==> src/design/efre_pkg.sv <==
// ----------------------------------------------------------------------------
// efre_pkg
// Shared types, constants and tables of the frame rotation engine.
// ----------------------------------------------------------------------------
`default_nettype none
package efre_pkg;
    localparam int CORDIC_STEPS = 14;
    localparam int StepW = $clog2(CORDIC_STEPS + 1);

    localparam logic signed [15:0] CLAMP_LO = 16'sd6362;
    localparam logic signed [15:0] CLAMP_HI = 16'sd6505;
    localparam logic signed [19:0] PI_Q16 = 20'sd205887;
    localparam logic signed [20:0] TWO_PI_Q16 = 21'sd411775;
    localparam logic signed [19:0] HALF_PI_Q16 = 20'sd102944;
    localparam logic signed [31:0] GAIN_Q30 = 32'sd652032874;
    localparam logic signed [15:0] ONE_Q14 = 16'sd16384;

    localparam int NumLanes = 3;

    typedef struct packed {
        logic       req_type;
        logic [15:0] roll_angle;
        logic [15:0] pitch_angle;
        logic [15:0] yaw_angle;
        logic [15:0] attack_angle;
        logic [15:0] sideslip_angle;
        logic [3:0]  conversion;
        logic [31:0] vec_x;
        logic [31:0] vec_y;
        logic [31:0] vec_z;
    } t_req;

    typedef struct packed {
        logic [31:0] rot_x;
        logic [31:0] rot_y;
        logic [31:0] rot_z;
    } t_rsp;

    typedef logic signed [15:0] t_mat [9];

    function automatic logic signed [19:0] atan_q16(input logic [3:0] i);
        logic signed [19:0] r;
        unique case (i)
            4'd0: r = 20'sd51472;  4'd1: r = 20'sd30386;
            4'd2: r = 20'sd16055;  4'd3: r = 20'sd8150;
            4'd4: r = 20'sd4091;   4'd5: r = 20'sd2047;
            4'd6: r = 20'sd1024;   4'd7: r = 20'sd512;
            4'd8: r = 20'sd256;    4'd9: r = 20'sd128;
            4'd10: r = 20'sd64;    4'd11: r = 20'sd32;
            4'd12: r = 20'sd16;    4'd13: r = 20'sd8;
            4'd14: r = 20'sd4;     default: r = 20'sd2;
        endcase
        return r;
    endfunction

    // stage code = matrix*2 + transpose
    function automatic logic [1:0] chain_len(input logic [3:0] c);
        logic [1:0] n;
        unique case (c)
            4'd7, 4'd8, 4'd11, 4'd12: n = 2'd2;
            4'd9, 4'd10:              n = 2'd3;
            4'd13, 4'd14, 4'd15:      n = 2'd0;
            default:                  n = 2'd1;
        endcase
        return n;
    endfunction

    function automatic logic [3:0] chain_stage(input logic [3:0] c, input logic [1:0] s);
        logic [11:0] t;
        unique case (c)
            4'd0: t = {4'd0, 4'd0, 4'd6};
            4'd1: t = {4'd0, 4'd0, 4'd7};
            4'd2: t = {4'd0, 4'd0, 4'd8};
            4'd3: t = {4'd0, 4'd0, 4'd0};
            4'd4: t = {4'd0, 4'd0, 4'd1};
            4'd5: t = {4'd0, 4'd0, 4'd2};
            4'd6: t = {4'd0, 4'd0, 4'd3};
            4'd7: t = {4'd0, 4'd6, 4'd1};
            4'd8: t = {4'd0, 4'd0, 4'd7};
            4'd9: t = {4'd2, 4'd0, 4'd7};
            4'd10: t = {4'd6, 4'd1, 4'd3};
            4'd11: t = {4'd0, 4'd2, 4'd0};
            4'd12: t = {4'd0, 4'd1, 4'd3};
            default: t = 12'd0;
        endcase
        unique case (s)
            2'd0: return t[3:0];
            2'd1: return t[7:4];
            default: return t[11:8];
        endcase
    endfunction
endpackage
`default_nettype wire

==> src/design/efre_lane.sv <==
// ----------------------------------------------------------------------------
// efre_lane
// One dot-product lane: three products, exact sum, round and saturate.
// ----------------------------------------------------------------------------
`default_nettype none
module efre_lane import efre_pkg::*; (
    input  wire logic               i_clk,
    input  wire logic               i_en,
    input  wire logic               i_wide,
    input  wire logic signed [15:0] i_a0,
    input  wire logic signed [15:0] i_a1,
    input  wire logic signed [15:0] i_a2,
    input  wire logic signed [31:0] i_b0,
    input  wire logic signed [31:0] i_b1,
    input  wire logic signed [31:0] i_b2,
    output logic signed [31:0]      o_res
);
    logic signed [47:0] r_p0, r_p1, r_p2;
    logic signed [49:0] sum;
    logic signed [35:0] rnd;

    always_ff @(posedge i_clk) begin
        if (i_en) begin
            r_p0 <= i_a0 * i_b0;
            r_p1 <= i_a1 * i_b1;
            r_p2 <= i_a2 * i_b2;
        end
    end

    always_comb begin
        sum = 50'(r_p0) + 50'(r_p1) + 50'(r_p2) + 50'sd8192;
        rnd = 36'(sum >>> 14);
        if (i_wide) begin
            if ((sum >>> 14) > 50'sd2147483647) o_res = 32'sh7fffffff;
            else if ((sum >>> 14) < -50'sd2147483648) o_res = 32'sh80000000;
            else o_res = 32'(rnd);
        end else begin
            if (rnd > 36'sd32767) o_res = 32'sd32767;
            else if (rnd < -36'sd32768) o_res = -32'sd32768;
            else o_res = 32'(rnd);
        end
    end
endmodule
`default_nettype wire

==> config.mk <==
export PLATFORM = sky130hd
export DESIGN_NAME = efre_lane
export DESIGN_NICKNAME = d
export VERILOG_FILES = /design/src/design/efre_pkg.sv /design/src/design/efre_lane.sv
export SDC_FILE = /design/constraint.sdc
export NUM_CORES = 2
export LEC_CHECK = 0
export ABC_AREA = 1
export ABC_CLOCK_PERIOD_IN_PS = 8350
export BUFFER_PORTS_ARGS = -buffer_cell sky130_fd_sc_hd__buf_4
export CAP_MARGIN = 20
export CORE_ASPECT_RATIO = 0.5
export CORE_MARGIN = 4
export CORE_UTILIZATION = 60
export DETAILED_ROUTE_END_ITERATION = 7
export GPL_TIMING_DRIVEN = 0
export PLACE_DENSITY = 0.77
export SLEW_MARGIN = 15
export SYNTH_ARGS = -nofsm -noshare
export SYNTH_HDL_FRONTEND = slang
export SYNTH_SLANG_ARGS = --single-unit
==> constraint.sdc <==
create_clock -name i_clk -period 8.35 [get_ports i_clk]
set_input_delay 0.4175 -clock i_clk [delete_from_list [all_inputs] [get_ports i_clk]]
set_output_delay 0.4175 -clock i_clk [all_outputs]
set_load 0.02 [all_outputs]
[Word-level counts from Yosys, hierarchy flattened]
Index checks and enable logic that the tools add are counted.
W data, S select, Z words.
Cells by class
  $add $sub $neg: 3
  multipliers: 3
  $lt $le $gt $ge: 4
  muxes and demuxes: 5
Operators by type and width (count)
  $mux W32: 5
  $mul A16 B32 Y48: 3
  $add A49 B48 Y50: 1
  $add A50 B15 Y50 const B: 1
  $add A48 B48 Y49: 1
  $gt A36 B16 Y1 const B: 1
  $gt A36 B32 Y1 const B: 1
  $lt A36 B16 Y1 const B: 1
  $lt A36 B32 Y1 const B: 1
Storage, ports and cells
  bits in registers: 144
  bits of input ports: 147
  output and inout port bits: 32

[Logic depth before layout (Yosys ltp)]
  depth in word-level cells: 7
  depth in mapped cells: 30

[Worst setup path after synthesis]
Ideal clock, no wire load.
  kind: input -> register
  from: input i_b2[7]
  to: register r_p2[43], data pin
  setup time: 0.259 ns
  arrival time: 5.914 ns
  setup slack: 2.177 ns
  stages: 27
  path buffers: 2
  cell sequence: clkbuf_1 clkbuf_1 nand2_1 fa_1 inv_1 fa_1 inv_1 fa_1 inv_1 fa_1 fa_1 inv_1 fa_1 inv_1 ha_1 a21oi_1 inv_1 a31oi_1 a21boi_0 inv_1 nand2_1 nand2_1 a21oi_1 o21ai_1 nand3_1 nand2_1 xor2_1
Between the ends
  longest elaborated chain between the ends: 1
Ends and longest elaborated chain
  start: declaration: line efre_lane.sv:15  | input wire logic signed [31:0] i_b2,
  $mul A16 B32 Y48: line efre_lane.sv:26  | r_p2 <= i_a2 * i_b2;
  end signal: assignment: line efre_lane.sv:26
  end: declaration: line efre_lane.sv:18  | logic signed [47:0] r_p0, r_p1, r_p2;
Every way passes these cells.
A chain may end at the register's enable or synchronous reset.

[Worst setup path in the final report]
  from: input i_b0[16]
  to: register r_p0[44], data pin
Between the ends
  longest elaborated chain between the ends: 1
Ends and longest elaborated chain
  start: declaration: line efre_lane.sv:13  | input wire logic signed [31:0] i_b0,
  $mul A16 B32 Y48: line efre_lane.sv:24  | r_p0 <= i_a0 * i_b0;
  end signal: assignment: line efre_lane.sv:24
  end: declaration: line efre_lane.sv:18
Every way passes these cells.

==> impl_metrics.json <==
{
  "ys_types": 51,
  "cp-start-kind": "input port",
  "cts_buffers": 17,
  "crit_buf_inv": 5,
  "routabilityCongestion": 1.03,
  "syn_to_final_growth_pct": 4.88,
  "syn_inst": 8424,
  "status": "completed",
  "yosys-top-cells-count": "inv_1 (2751), nand2_1 (2060), fa_1 (1505), ha_1 (436), clkbuf_1 (320)",
  "syn-cell-area_sq_um": 66000,
  "h-tree-depth": 4,
  "worstSetupPathType": "in2reg",
  "die_w_microns": 477,
  "rows": 85,
  "final_max_slew_viol_count": 0,
  "routed_wl_microns": 192000,
  "cts.sinks": 144,
  "drc": 0,
  "dp_cells": 9962,
  "synth_area_leaders": "fa_1 (46%), inv_1 (16%), nand2_1 (12%), ha_1 (8.3%), edfxtp_1 (6.5%)",
  "cts_hold_buffers": 0,
  "layout_min_cycle_time_ns": 7.37,
  "path_cells": "clkbuf_1, clkbuf_1, nand2_1, fa_1, inv_1, fa_1, fa_1, fa_1, fa_1, inv_1, fa_1, inv_1, ha_1, nand2_1, nor4_1, and3_1, a21oi_1, o21ai_0, nand2_1, a21oi_1, a31oi_1, xor2_1",
  "clk_pin_slew_ns": 0.06,
  "avgRoutedWirePerCell_microns": 19.2,
  "ios": 179,
  "layout-drive-gt1-share_pct": 2.66,
  "synth_seq_cells": 144,
  "synth_seq_area_share_pct": 6.55,
  "utilization_pct": 63.9,
  "tightest_slew_ns": 1.03,
  "start_util_pct": 60.9,
  "core_area_sq_um": 108000,
  "crit_top_cell": "fa_1",
  "grt_pass1_wl_microns": 306000,
  "post-synth-top-count-cell": "inv_1",
  "antenna_found_initial": 5,
  "hold_path_class": "in2reg",
  "yosysTopAreaCell": "fa_1",
  "cap_viol_max_count": 0,
  "setup_viol": 0,
  "holdWs_ns": 0.354,
  "dieHeight_microns": 243,
  "cp-end-kind": "flop",
  "clock.fmax_mhz": 136,
  "place_hpwl_microns": 165000,
  "grt_setup_unrepaired": "false",
  "cts_root_buf": "clkbuf_16",
  "dieArea_sq_um": 116000,
  "fin_crit_sh_pct": 88.3,
  "synth.avg_cell_area_sq_um": 7.84,
  "stdcell_count": 9998,
  "async_flop_share_pct": 0,
  "grt-ovfl-total": 0,
  "grt_usage_pct": 34.1,
  "slowest_stage": "clkbuf_1",
  "routed-via-count": 53500,
  "worstPathMaxFanout": 10,
  "final.setup.tns_ns": 0,
  "cts_resized": 0,
  "cp_top_family": "adder cells",
  "grt_pass1_vias": 55400,
  "drt_iter0_drc": 5161,
  "ys_warn_count": 0,
  "via_per_inst": 5.35,
  "slew_headroom_pct": 31.4,
  "grt_max_degree": 88,
  "synth_edf_count": 144,
  "required_ns": 8.57,
  "hold_violations": 0,
  "synthFlopType": "edfxtp_1",
  "antenna_left": 0,
  "cts_setup_buffers": 0,
  "tritoncts": "yes",
  "crit_arrival_ns": 7.59,
  "synth_nets": 10500,
  "max_stage_delay_ns": 0.61,
  "yosys.area.top_type_share_pct": 45.6,
  "cts_max_path_buffers": 2,
  "dr.pass1.iters": 6,
  "io_buffers": 102,
  "nets": 10600
}
==> through the flow <==
step / area, sq um / worst slack, ns
floorplan: 66000 / 2.18
global placement: 68600 / 0.703
detailed placement: 68600 / 0.599
CTS: 69200 / 1.05
global route: 69200 / 0.637
finish: 69200 / 0.979
==> final timing paths <==
| kind | slack, ns | to | depth (start not counted) | start |
|---|---|---|---|---|
| worst min-delay path | 0.35 | r_p0[0] | 3 | i_a0[0] |
| worst max-delay path | 0.98 | r_p0[44] | 22 | i_b0[16] |
==> area by class of cell <==
cell class / instances / area [sq um]
Antenna cell: 4 / 10.0
Buffer: 328 / 1270
Sequential cell: 144 / 4320
Timing Repair Buffer: 103 / 797
Inverter: 2770 / 10400
Tap cell: 1435 / 1800
Fill cell: 9419 / 39100
Clock inverter: 15 / 196
Multi-Input combinational cell: 5182 / 50000
Clock buffer: 17 / 425
==> registers in the layout, indices dropped and copies added (netlist names) <==
signal / count
r_p0: 48
r_p1: 48
r_p2: 48
==> layer usage <==
metal	routed length (microns)	GRT usage (%)
met5	64	0
met1	75600	47.1
met3	23600	9.03
met4	9050	13.7
met2	83200	51.7
==> worst min-delay path, delay by kind of cell <==
kind | cells | cell delay (ns)
simple gates | 1 | 0.08
buf+inv | 2 | 0.17
==> cells in the final DEF, fill, tap and decap left out, types with 13 or more instances in the layout <==
cell and count:
nor2_2 14, nand4_1 32, nand3_1 94, o21ai_0 118
nor2_1 288, nor3_1 21, nand2_1 2060, nand2_2 20
fa_1 1505, inv_2 17, clkbuf_16 17, inv_1 2751
buf_4 104, o21a_1 13, edfxtp_1 144, xor2_1 106
clkbuf_1 320, or2_2 18, ha_1 436, xnor2_1 71
a31oi_1 55, a21oi_1 224
==> cell families after synthesis <==
group	synth area share, %
XOR/XNOR	2.35
adder cells (fa/ha/maj)	53.9
flip-flops	6.55
AO/OA/AOI/OAI	4.11
AND/OR/NAND/NOR	15.4
buffers and inverters	17.7
Power is left out: the tool's default activity adds up to more than one toggle a clock period on the data nets, which glitch-free logic cannot reach.
