<file path="config.mk">
export PLATFORM = sky130hd
export DESIGN_NAME = efre_cordic
export DESIGN_NICKNAME = d
export VERILOG_FILES = /design/src/design/efre_pkg.sv /design/src/design/efre_cordic.sv
export SDC_FILE = /design/constraint.sdc
export NUM_CORES = 1
export LEC_CHECK = 0
export BUFFER_PORTS_ARGS = -buffer_cell sky130_fd_sc_hd__clkbuf_2
export CAP_MARGIN = 15
export CORE_MARGIN = 2
export CORE_UTILIZATION = 45
export CTS_CLUSTER_DIAMETER = 200
export DETAILED_ROUTE_END_ITERATION = 10
export SLEW_MARGIN = 0
export SYNTH_ARGS = -nofsm -noshare
export SYNTH_HDL_FRONTEND = slang
export SYNTH_SLANG_ARGS = --single-unit
</file>
<file path="constraint.sdc">
create_clock -name i_clk -period 8.9 [get_ports i_clk]
set_input_delay 1.335 -clock i_clk [delete_from_list [all_inputs] [get_ports i_clk]]
set_output_delay 1.335 -clock i_clk [all_outputs]
set_load 0.02 [all_outputs]
</file>
<file path="src/design/efre_pkg.sv">
// ----------------------------------------------------------------------------
// efre_pkg
// Shared types, constants and tables of the frame rotation engine.
// ----------------------------------------------------------------------------
`default_nettype none
package efre_pkg;
    localparam int CORDIC_STEPS = 14;
    localparam int StepW = $clog2(CORDIC_STEPS + 1);

    localparam logic signed [15:0] CLAMP_LO = 16'sd6362;
    localparam logic signed [15:0] CLAMP_HI = 16'sd6505;
    localparam logic signed [19:0] PI_Q16 = 20'sd205887;
    localparam logic signed [20:0] TWO_PI_Q16 = 21'sd411775;
    localparam logic signed [19:0] HALF_PI_Q16 = 20'sd102944;
    localparam logic signed [31:0] GAIN_Q30 = 32'sd652032874;
    localparam logic signed [15:0] ONE_Q14 = 16'sd16384;

    localparam int NumLanes = 3;

    typedef struct packed {
        logic       req_type;
        logic [15:0] roll_angle;
        logic [15:0] pitch_angle;
        logic [15:0] yaw_angle;
        logic [15:0] attack_angle;
        logic [15:0] sideslip_angle;
        logic [3:0]  conversion;
        logic [31:0] vec_x;
        logic [31:0] vec_y;
        logic [31:0] vec_z;
    } t_req;

    typedef struct packed {
        logic [31:0] rot_x;
        logic [31:0] rot_y;
        logic [31:0] rot_z;
    } t_rsp;

    typedef logic signed [15:0] t_mat [9];

    function automatic logic signed [19:0] atan_q16(input logic [3:0] i);
        logic signed [19:0] r;
        unique case (i)
            4'd0: r = 20'sd51472;  4'd1: r = 20'sd30386;
            4'd2: r = 20'sd16055;  4'd3: r = 20'sd8150;
            4'd4: r = 20'sd4091;   4'd5: r = 20'sd2047;
            4'd6: r = 20'sd1024;   4'd7: r = 20'sd512;
            4'd8: r = 20'sd256;    4'd9: r = 20'sd128;
            4'd10: r = 20'sd64;    4'd11: r = 20'sd32;
            4'd12: r = 20'sd16;    4'd13: r = 20'sd8;
            4'd14: r = 20'sd4;     default: r = 20'sd2;
        endcase
        return r;
    endfunction

    // stage code = matrix*2 + transpose
    function automatic logic [1:0] chain_len(input logic [3:0] c);
        logic [1:0] n;
        unique case (c)
            4'd7, 4'd8, 4'd11, 4'd12: n = 2'd2;
            4'd9, 4'd10:              n = 2'd3;
            4'd13, 4'd14, 4'd15:      n = 2'd0;
            default:                  n = 2'd1;
        endcase
        return n;
    endfunction

    function automatic logic [3:0] chain_stage(input logic [3:0] c, input logic [1:0] s);
        logic [11:0] t;
        unique case (c)
            4'd0: t = {4'd0, 4'd0, 4'd6};
            4'd1: t = {4'd0, 4'd0, 4'd7};
            4'd2: t = {4'd0, 4'd0, 4'd8};
            4'd3: t = {4'd0, 4'd0, 4'd0};
            4'd4: t = {4'd0, 4'd0, 4'd1};
            4'd5: t = {4'd0, 4'd0, 4'd2};
            4'd6: t = {4'd0, 4'd0, 4'd3};
            4'd7: t = {4'd0, 4'd6, 4'd1};
            4'd8: t = {4'd0, 4'd0, 4'd7};
            4'd9: t = {4'd2, 4'd0, 4'd7};
            4'd10: t = {4'd6, 4'd1, 4'd3};
            4'd11: t = {4'd0, 4'd2, 4'd0};
            4'd12: t = {4'd0, 4'd1, 4'd3};
            default: t = 12'd0;
        endcase
        unique case (s)
            2'd0: return t[3:0];
            2'd1: return t[7:4];
            default: return t[11:8];
        endcase
    endfunction
endpackage
`default_nettype wire

</file>
<file path="src/design/efre_cordic.sv">
// ----------------------------------------------------------------------------
// efre_cordic
// Iterative sine/cosine unit, one rotation step per cycle.
// ----------------------------------------------------------------------------
`default_nettype none
module efre_cordic import efre_pkg::*; (
    input  wire logic               i_clk,
    input  wire logic               i_rst_n,
    input  wire logic               i_start,
    input  wire logic signed [15:0] i_angle,
    output logic                    o_done,
    output logic signed [15:0]      o_sin,
    output logic signed [15:0]      o_cos
);
    logic signed [33:0] r_x, r_y, n_x, n_y;
    logic signed [21:0] r_z, n_z;
    logic               r_flip;
    logic [StepW-1:0]   r_step;
    logic               r_busy, r_done;
    logic signed [21:0] z0, z1;
    logic signed [33:0] xs, ys;
    logic signed [17:0] xr, yr;
    logic signed [15:0] xo, yo;

    always_comb begin
        z0 = 22'(i_angle) <<< 4;
        if (z0 > 22'(PI_Q16)) z0 = z0 - 22'(TWO_PI_Q16);
        if (z0 < -22'(PI_Q16)) z0 = z0 + 22'(TWO_PI_Q16);
        z1 = z0;
        if (z0 > 22'(HALF_PI_Q16)) z1 = z0 - 22'(PI_Q16);
        else if (z0 < -22'(HALF_PI_Q16)) z1 = z0 + 22'(PI_Q16);
        xs = r_x >>> r_step;
        ys = r_y >>> r_step;
        if (r_z >= 0) begin
            n_x = r_x - ys; n_y = r_y + xs; n_z = r_z - 22'(atan_q16(4'(r_step)));
        end else begin
            n_x = r_x + ys; n_y = r_y - xs; n_z = r_z + 22'(atan_q16(4'(r_step)));
        end
        xr = 18'((r_x + 34'sd32768) >>> 16);
        yr = 18'((r_y + 34'sd32768) >>> 16);
        xo = (xr > 18'(ONE_Q14)) ? ONE_Q14 : (xr < -18'(ONE_Q14)) ? -ONE_Q14 : 16'(xr);
        yo = (yr > 18'(ONE_Q14)) ? ONE_Q14 : (yr < -18'(ONE_Q14)) ? -ONE_Q14 : 16'(yr);
    end

    always_ff @(posedge i_clk) begin
        if (!i_rst_n) begin
            r_busy <= 1'b0;
            r_done <= 1'b0;
        end else begin
            r_done <= !i_start && r_busy && (r_step == StepW'(CORDIC_STEPS));
            if (i_start) begin
                r_busy <= 1'b1;
                r_x <= 34'(GAIN_Q30);
                r_y <= '0;
                r_z <= (z0 > 22'(HALF_PI_Q16) || z0 < -22'(HALF_PI_Q16)) ? z1 : z0;
                r_flip <= (z0 > 22'(HALF_PI_Q16) || z0 < -22'(HALF_PI_Q16));
                r_step <= '0;
            end else if (r_busy) begin
                if (r_step == StepW'(CORDIC_STEPS)) begin
                    r_busy <= 1'b0;
                    o_cos <= r_flip ? -xo : xo;
                    o_sin <= r_flip ? -yo : yo;
                end else begin
                    r_x <= n_x; r_y <= n_y; r_z <= n_z;
                    r_step <= r_step + 1'b1;
                end
            end
        end
    end
    assign o_done = r_done;
endmodule
`default_nettype wire

</file>
# == Yosys cells after proc, flatten, opt, wreduce, memory -nomap -nowiden ==
# Memories as Yosys holds them, arrays and structs flattened. A register that Yosys moved wholly into a read port is not among the register bits.
# Index checks and enable logic that the tools add are counted.
# W data, S select, Z words.
# totals
reg_bits,129
latch_bits,0
ramBits,0
rom_bits,512
inputBits,19
output_inout_bits,33
elab_cells,80
mem_count,2
# op_classes
add_sub_neg,15
multipliers,0
div_mod_pow,0
order_cmp,9
eq_ne,2
n_shift,2
n_mux,32
bitwise,1
n_reduce_logical,8
# memory_table
name,depth,width,rd,rd_clocked_by_memory_dff,wr,line,text
(no name shown),16,16,1,1,0,efre_pkg.sv:43,unique case (i)
(no name shown),16,16,1,1,0,efre_pkg.sv:43,
# op_table
op,n
$mux W34,6
$mux W22,9
$mux W16,6
$add A34 B17 Y34 const B,2
$add A34 B34 Y34,2
$sshr A34 B4 Y34,2
$sub A34 B34 Y34,2
$mux W20,2
$gt A18 B16 Y1 const B,2
$lt A18 B15 Y1 const B,2
$neg A16 Y16,2
$mux W4,6
$add A22 B19 Y22 const B,1
$add A22 B20 Y22,1
$add A22 B20 Y22 const B,1
$ge A22 B1 Y1 const B,1
$gt A22 B18 Y1 const B,1
$lt A22 B18 Y1 const B,1
$lt A22 B19 Y1 const B,1
$sub A22 B19 Y22 const B,1
$sub A22 B20 Y22,1
$sub A20 B20 Y21 const B,1
$gt A20 B19 Y1 const B,1
$add A4 B1 Y4 const B,1
11 further kinds,14

# == Depth between registers and ports, before layout ==
# Gate-level depths: netlist (run 1).
# logic_depth
ltp_word,9
mapped_depth,29
mapped_depth_nobuf,26

# == Least setup slack after synthesis (run 1) ==
# Ideal clock, no wire load.
# synth_path
path_kind,register to register
start,register r_step[0]
end,register (tool-made name)
arrival_time_ns,6.594
t_required_ns,8.755
slack_ns,2.161
stages_incl_launch_ff,17
n_path_buf,8
cell_sequence,edfxtp_1 -> buf_2 -> buf_4 -> buf_2 -> buf_2 -> buf_2 -> buf_2 -> inv_1 -> ha_1 -> nand3_1 -> nor2b_1 -> nand2b_1 -> clkbuf_1 -> mux2_2 -> buf_1 -> mux2i_1 -> o22ai_1
# synth_rtl
element,line,text
start: declaration,efre_cordic.sv:18,logic [StepW-1:0] r_step;
start signal: assignment,efre_cordic.sv:65,r_step <= r_step + 1'b1;

# == Worst setup path after layout (run 1) ==
# layout_path
start,register r_step[1]
end,register r_x[32] (data pin)
# layout_between
elab_chain_cells,5
word_cells_on_any_way,6
# layout_rtl
element,line,text
$sshr A34 B4 Y34 *,efre_cordic.sv:33,ys = r_y >>> r_step;
$add A34 B34 Y34 / $sub A34 B34 Y34 (equally long branches),"efre_cordic.sv:37, efre_cordic.sv:35",
$mux W34 *,efre_cordic.sv:34,if (r_z >= 0) begin
$mux W34 *,efre_cordic.sv:59,if (r_step == StepW'(CORDIC_STEPS)) begin
$mux W34 *,efre_cordic.sv:58,end else if (r_busy) begin
end signal: assignment,efre_cordic.sv:53,r_x <= 34'(GAIN_Q30);
end signal: assignment,efre_cordic.sv:64,r_x <= n_x; r_y <= n_y; r_z <= n_z;
end: declaration,efre_cordic.sv:15,"logic signed [33:0] r_x, r_y, n_x, n_y;"
# Mark *: on every way between the ends. The rest lies on a longest branch, timed or not. The select of a mux whose other input is x is not followed.
# A chain may end at the register's enable or synchronous reset.

==> impl_metrics.ini, run 1 <==
[floorplanning]
core_area_sq_um = 40600
row_count = 74
io_pins = 52
fp.dieH_um = 206
die_area_sq_um = 42600
start_util = 0.453
die_x_um = 206

[critical_path]
path_max_fanout = 22
max_stage_delay_ns = 0.92
critPathSlowestCell = edfxtp_1
cp_top_family = simple AND/OR/NAND/NOR gates
arrival_ns = 7.23
crit_path_start_kind = register
crit_chain = buf_4 > mux4_2 > mux2_2 > mux2i_1 > or3b_1 > nand4b_1 > nor2b_1 > nand2b_1 > o21ai_0 > xor2_1 > ha_1 > a21o_1 > a21o_1 > nor3_1 > nand2_1 > nor3_1 > nor3b_1 > o31ai_1 > o211ai_1 > a31oi_1 > xor2_1 > nor2_1
end_kind = register
setup.worst_path.class = register to register
cp.buffers_inverters = 1
cp.required_ns = 9.08

[timing]
fin_tns_setup_ns = 0
whs_ns = 0.528
worst_slew_pin_slew_ns = 1.01
finalCritPeriodShare = 0.793
setup_viol = 0
max_slew_margin = 0.321
fin_skew_ns = 0.0181
max_freq_mhz = 142
slew_violations = 0
rsz0062_at_grt = false
hold_violations = 0
fin_crit_ns = 7.05

[final_layout]
drive_gt1_frac = 0.121
final_util = 0.482
diodes = 0
seqCellArea_sq_um = 4170
area_growth_pct = 6.38
multi_input_area_sq_um = 13500
fillers = 3946
nets = 2279

[synthesis]
yosys.area.top_type = edfxtp_1
ys_top_cells_by_area = edfxtp_1, mux4_2, ha_1
netlist_instances = 2185
netlist.area_leader.share = 0.207
yosys_register_bits = 145
synthArstFlopShare = 0
synth_cell_type_count = 102
synth_common_cells = nand2_1, nor2_1, o21ai_0
ys_seq_area_frac = 0.226
synth_area_sq_um = 18400
synth_edf_count = 127
synth.most_common_cell = nand2_1
yosys_warnings = 0
avgSynthCellArea_sq_um = 8.44
synthesis.nets = 2316
ys.flop_type = edfxtp_1

[global_route]
overflow = 0
grt_pass1_wl_mm = 84.3
grt_max_degree = 70
antenna_found_initial = 0
grt_pass1_vias = 16030
grt_usage = 0.246

[route]
finalWirelength_mm = 51.6
ant_nets = 0
drt_iter0_markers = 1418
wl_per_cell_um = 19.2
drc = 0
drt-pass1-iter-count = 6
num_vias = 16601
vias_per_cell = 6.16

[clock_tree]
cts_buffers = 17
cts_sinks = 145
cts_resized = 0
cts-root-buf = clkbuf_16
cts_setup_buffers = 0
cts_hold_buf = 0
insertion_delay_ns = 0.46
clk_path_buf_depth = 2
cts_tree = done
clk_pin_slew_ns = 0.06
htree_levels = 4

[placement]
routabilityCongestion = 0.930
dp_hpwl_mm = 38.6
io_buffers = 51

[power]
leakage_uw = 0.00748
vdd_ir_drop_max_v = 0.000202
power_density_nw_per_um2 = 405
p_total_uw = 7930

[worst_hold_path]
hp-class = register to register

[run_status]
status = finished clean

[job]
cap_viol_max_count = 0
## layout by cell type (no fill, tap or decap), types with 20 or more instances in the layout
master,n
a21o_1,37
a21oi_1,128
a31oi_1,34
and2_1,21
and3_1,20
clkbuf_16,20
clkbuf_2,50
edfxtp_1,127
ha_1,109
inv_1,60
mux2_2,33
mux2i_1,56
mux4_2,69
nand2_1,221
nand2b_1,37
nand3_1,58
nand4_1,29
nor2_1,197
nor2b_1,36
nor3_1,60
o21a_1,24
o21ai_0,156
or2_2,23
xnor2_1,110
xor2_1,114
## final cells by class
type,count,share of cell area
multi-input combinational,1850,0.689
sequential,145,0.213
tap,532,0.0339
clock buffer,23,0.0266
timing repair buffer,70,0.0221
inverter,64,0.0123
clock inverter,9,0.00338
## per-layer routing
layer,GRT usage,part of all wire,vias to the layer above
li1,-,-,8058
met5,0,0,-
met1,0.324,0.45,8015
met3,0.0355,0.044,76
met2,0.417,0.48,452
met4,0.0758,0.024,0
## power breakdown
part	total, uW	internal, uW	leakage (uW)	switching [uW]
clock	734	416	0.000294	318
sequential	1600	1140	0.00138	455
combinational	5600	2490	0.00581	3110
## cell families after synthesis
kind of cell | synth area share
and+or+nand+nor | 0.205
AOI/OAI and AO/OA | 0.206
xor gates and xnor gates | 0.108
buffers and inverters | 0.0414
muxes | 0.135
DFF | 0.226
adders and majority gates | 0.0773
## worst paths after layout
path	startpoint	to	slack (ns)	cells after the start
worst max-delay path	r_step[1]	r_x[32]	1.85	22
worst min-delay path	r_busy	o_done	0.53	2
worst max register to register	r_step[1]	r_x[32]	1.85	22
worst min register to register	r_busy	o_done	0.53	2
## worst min-delay path, stage by stage, from the launching register on
cell and delay, ns:
dfxtp_1 0.30, nand2_1 0.10, nor3_1 0.07
## metrics by stage
step | worst slack [ns] | cell area [sq um] | std cells
2_1_floorplan | 2.16 | 18400 | 2185
3_3_place_gp | 1.76 | 19000 | 2660
3_5_place_dp | 1.73 | 19000 | 2660
4_1_cts | 1.66 | 19600 | 2692
5_1_grt | 1.37 | 19600 | 2693
6_report | 1.85 | 19600 | 2693
(Power assumes the default switching activity.)
==> inputs of run 2 (changes only) <==
==> constraint.sdc (replaced) <==
create_clock -name i_clk -period 6.85 [get_ports i_clk]
set_input_delay 1.0275 -clock i_clk [delete_from_list [all_inputs] [get_ports i_clk]]
set_output_delay 1.0275 -clock i_clk [all_outputs]
set_load 0.02 [all_outputs]
==> impl_metrics.ini, run 2 (synthesis results as in run 1) <==
[floorplanning]
start_util = 0.453
fp.dieH_um = 206
io_pins = 52
core_area_sq_um = 40600
die_x_um = 206
die_area_sq_um = 42600
row_count = 74

[critical_path]
crit_end = r_x[32]
reg2reg_to = r_x[32]
rr_worst_depth = 22
setup.worst_path.class = register to register
r2r_start = r_step[0]
rrSetupSlack_ns = 0.46
arrival_ns = 6.58
cp.required_ns = 7.04
crit_start = r_step[0]
end_kind = register
crit_path_start_kind = register
path_max_fanout = 42

[clock_tree]
cts_setup_buffers = 0
cts_hold_buf = 0
cts_resized = 0
cts_sinks = 145
cts_buffers = 17
cts-root-buf = clkbuf_16
htree_levels = 4
cts_tree = done
insertion_delay_ns = 0.47
clk_path_buf_depth = 2
clk_pin_slew_ns = 0.07

[final_layout]
drive_gt1_frac = 0.129
diodes = 0
nets = 2296
final_cell_mix = nand2_1, nor2_1, o21ai_0
multi_input_area_sq_um = 13500
fillers = 3915
area_growth_pct = 6.99
mostFrequentLayoutCell = nand2_1
seqCellArea_sq_um = 4170

[power]
vdd_ir_drop_max_v = 0.000291
leakage_uw = 0.00756
power_density_nw_per_um2 = 524
p_total_uw = 10300

[timing]
max_freq_mhz = 156
rsz0062_at_grt = false
fin_tns_setup_ns = 0
setup_viol = 0
fin_skew_ns = 0.0123
hold_violations = 0
worst_slew_pin_slew_ns = 0.969
fin_crit_ns = 6.39
max_slew_margin = 0.354
slew_violations = 0
finalCritPeriodShare = 0.933
whs_ns = 0.549

[route]
finalWirelength_mm = 51.6
drc = 0
drt_iter0_markers = 1364
num_vias = 16550
ant_nets = 0
vias_per_cell = 6.11
wl_per_cell_um = 19.0
drt-pass1-iter-count = 5

[placement]
routabilityCongestion = 0.903
io_buffers = 51
dp_hpwl_mm = 39.0

[worst_hold_path]
hold_path.startpoint = r_busy
hp-class = register to register

[global_route]
antenna_found_initial = 0
grt_pass1_wl_mm = 82.0
grt_pass1_vias = 15741
grt_usage = 0.242
overflow = 0
grt_max_degree = 78

[job]
cap_viol_max_count = 0

[run_status]
status = finished clean
-- run 2: changes by cell type in the layout (fill, tap and decap cells not counted), sizes merged --
| cell | previous run | this run |
|---|---|---|
| buf | 20 | 37 |
| clkinv | 7 | 6 |
| clkbuf | 73 | 68 |
| inv | 66 | 72 |
-- run 2: worst max-delay path: stages, from the launching register on --
cell and delay, ns:
edfxtp_1 0.38, buf_12 0.29, mux4_2 0.61, mux4_2 0.55, or3_1 0.38, or3b_1 0.36, nand4b_1 0.21, nor2b_1 0.24
nand2b_1 0.10, o21ai_0 0.26, xor2_1 0.18, ha_1 0.30, a21o_1 0.20, a21o_1 0.20, nor3_1 0.26, nand2_1 0.12
nor3_1 0.21, nor3b_1 0.13, o31ai_1 0.41, o211ai_1 0.23, a31oi_1 0.25, xor2_1 0.16, nor2_1 0.05
-- run 2: area by class of cell --
cell class	count	share of cell area
multi-input combinational	1850	0.685
sequential	145	0.212
tap	532	0.0338
timing repair buffer	87	0.0287
clock buffer	18	0.0228
inverter	64	0.0122
clock inverter	14	0.00590
-- run 2: per-stage QoR --
| step | instance area (sq um) | utilization | std cells | setup slack, ns |
|---|---|---|---|---|
| finish | 19700 | 0.485 | 2710 | 0.457 |
| detailed placement | 19200 | 0.471 | 2678 | 0.407 |
| floorplan | 18400 | - | 2185 | 0.111 |
| global placement | 19200 | 0.471 | 2678 | 0.484 |
| CTS | 19700 | 0.485 | 2710 | 0.392 |
| global route | 19700 | 0.485 | 2710 | 0.0608 |
-- run 2: how the worst min path moves through the flow --
stage	endpoint	slack [ns]	cells after the start
after detailed placement	o_done	0.54	2
after floorplan	o_done	0.45	2
final	o_done	0.55	2
after global routing	o_done	0.59	2
after global placement	o_done	0.52	2
after CTS	o_done	0.56	2
-- run 2: power breakdown --
part	internal [uW]	total (uW)	switching (uW)
combinational	3270	7370	4100
sequential	1480	2030	548
clock	495	933	438
-- run 2: per-layer routing --
metal	GRT usage	up-vias	share of wire
met4	0.0849	0	0.027
li1	-	8095	-
met2	0.399	495	0.46
met1	0.321	7872	0.46
met5	0	-	0
met3	0.0361	88	0.052
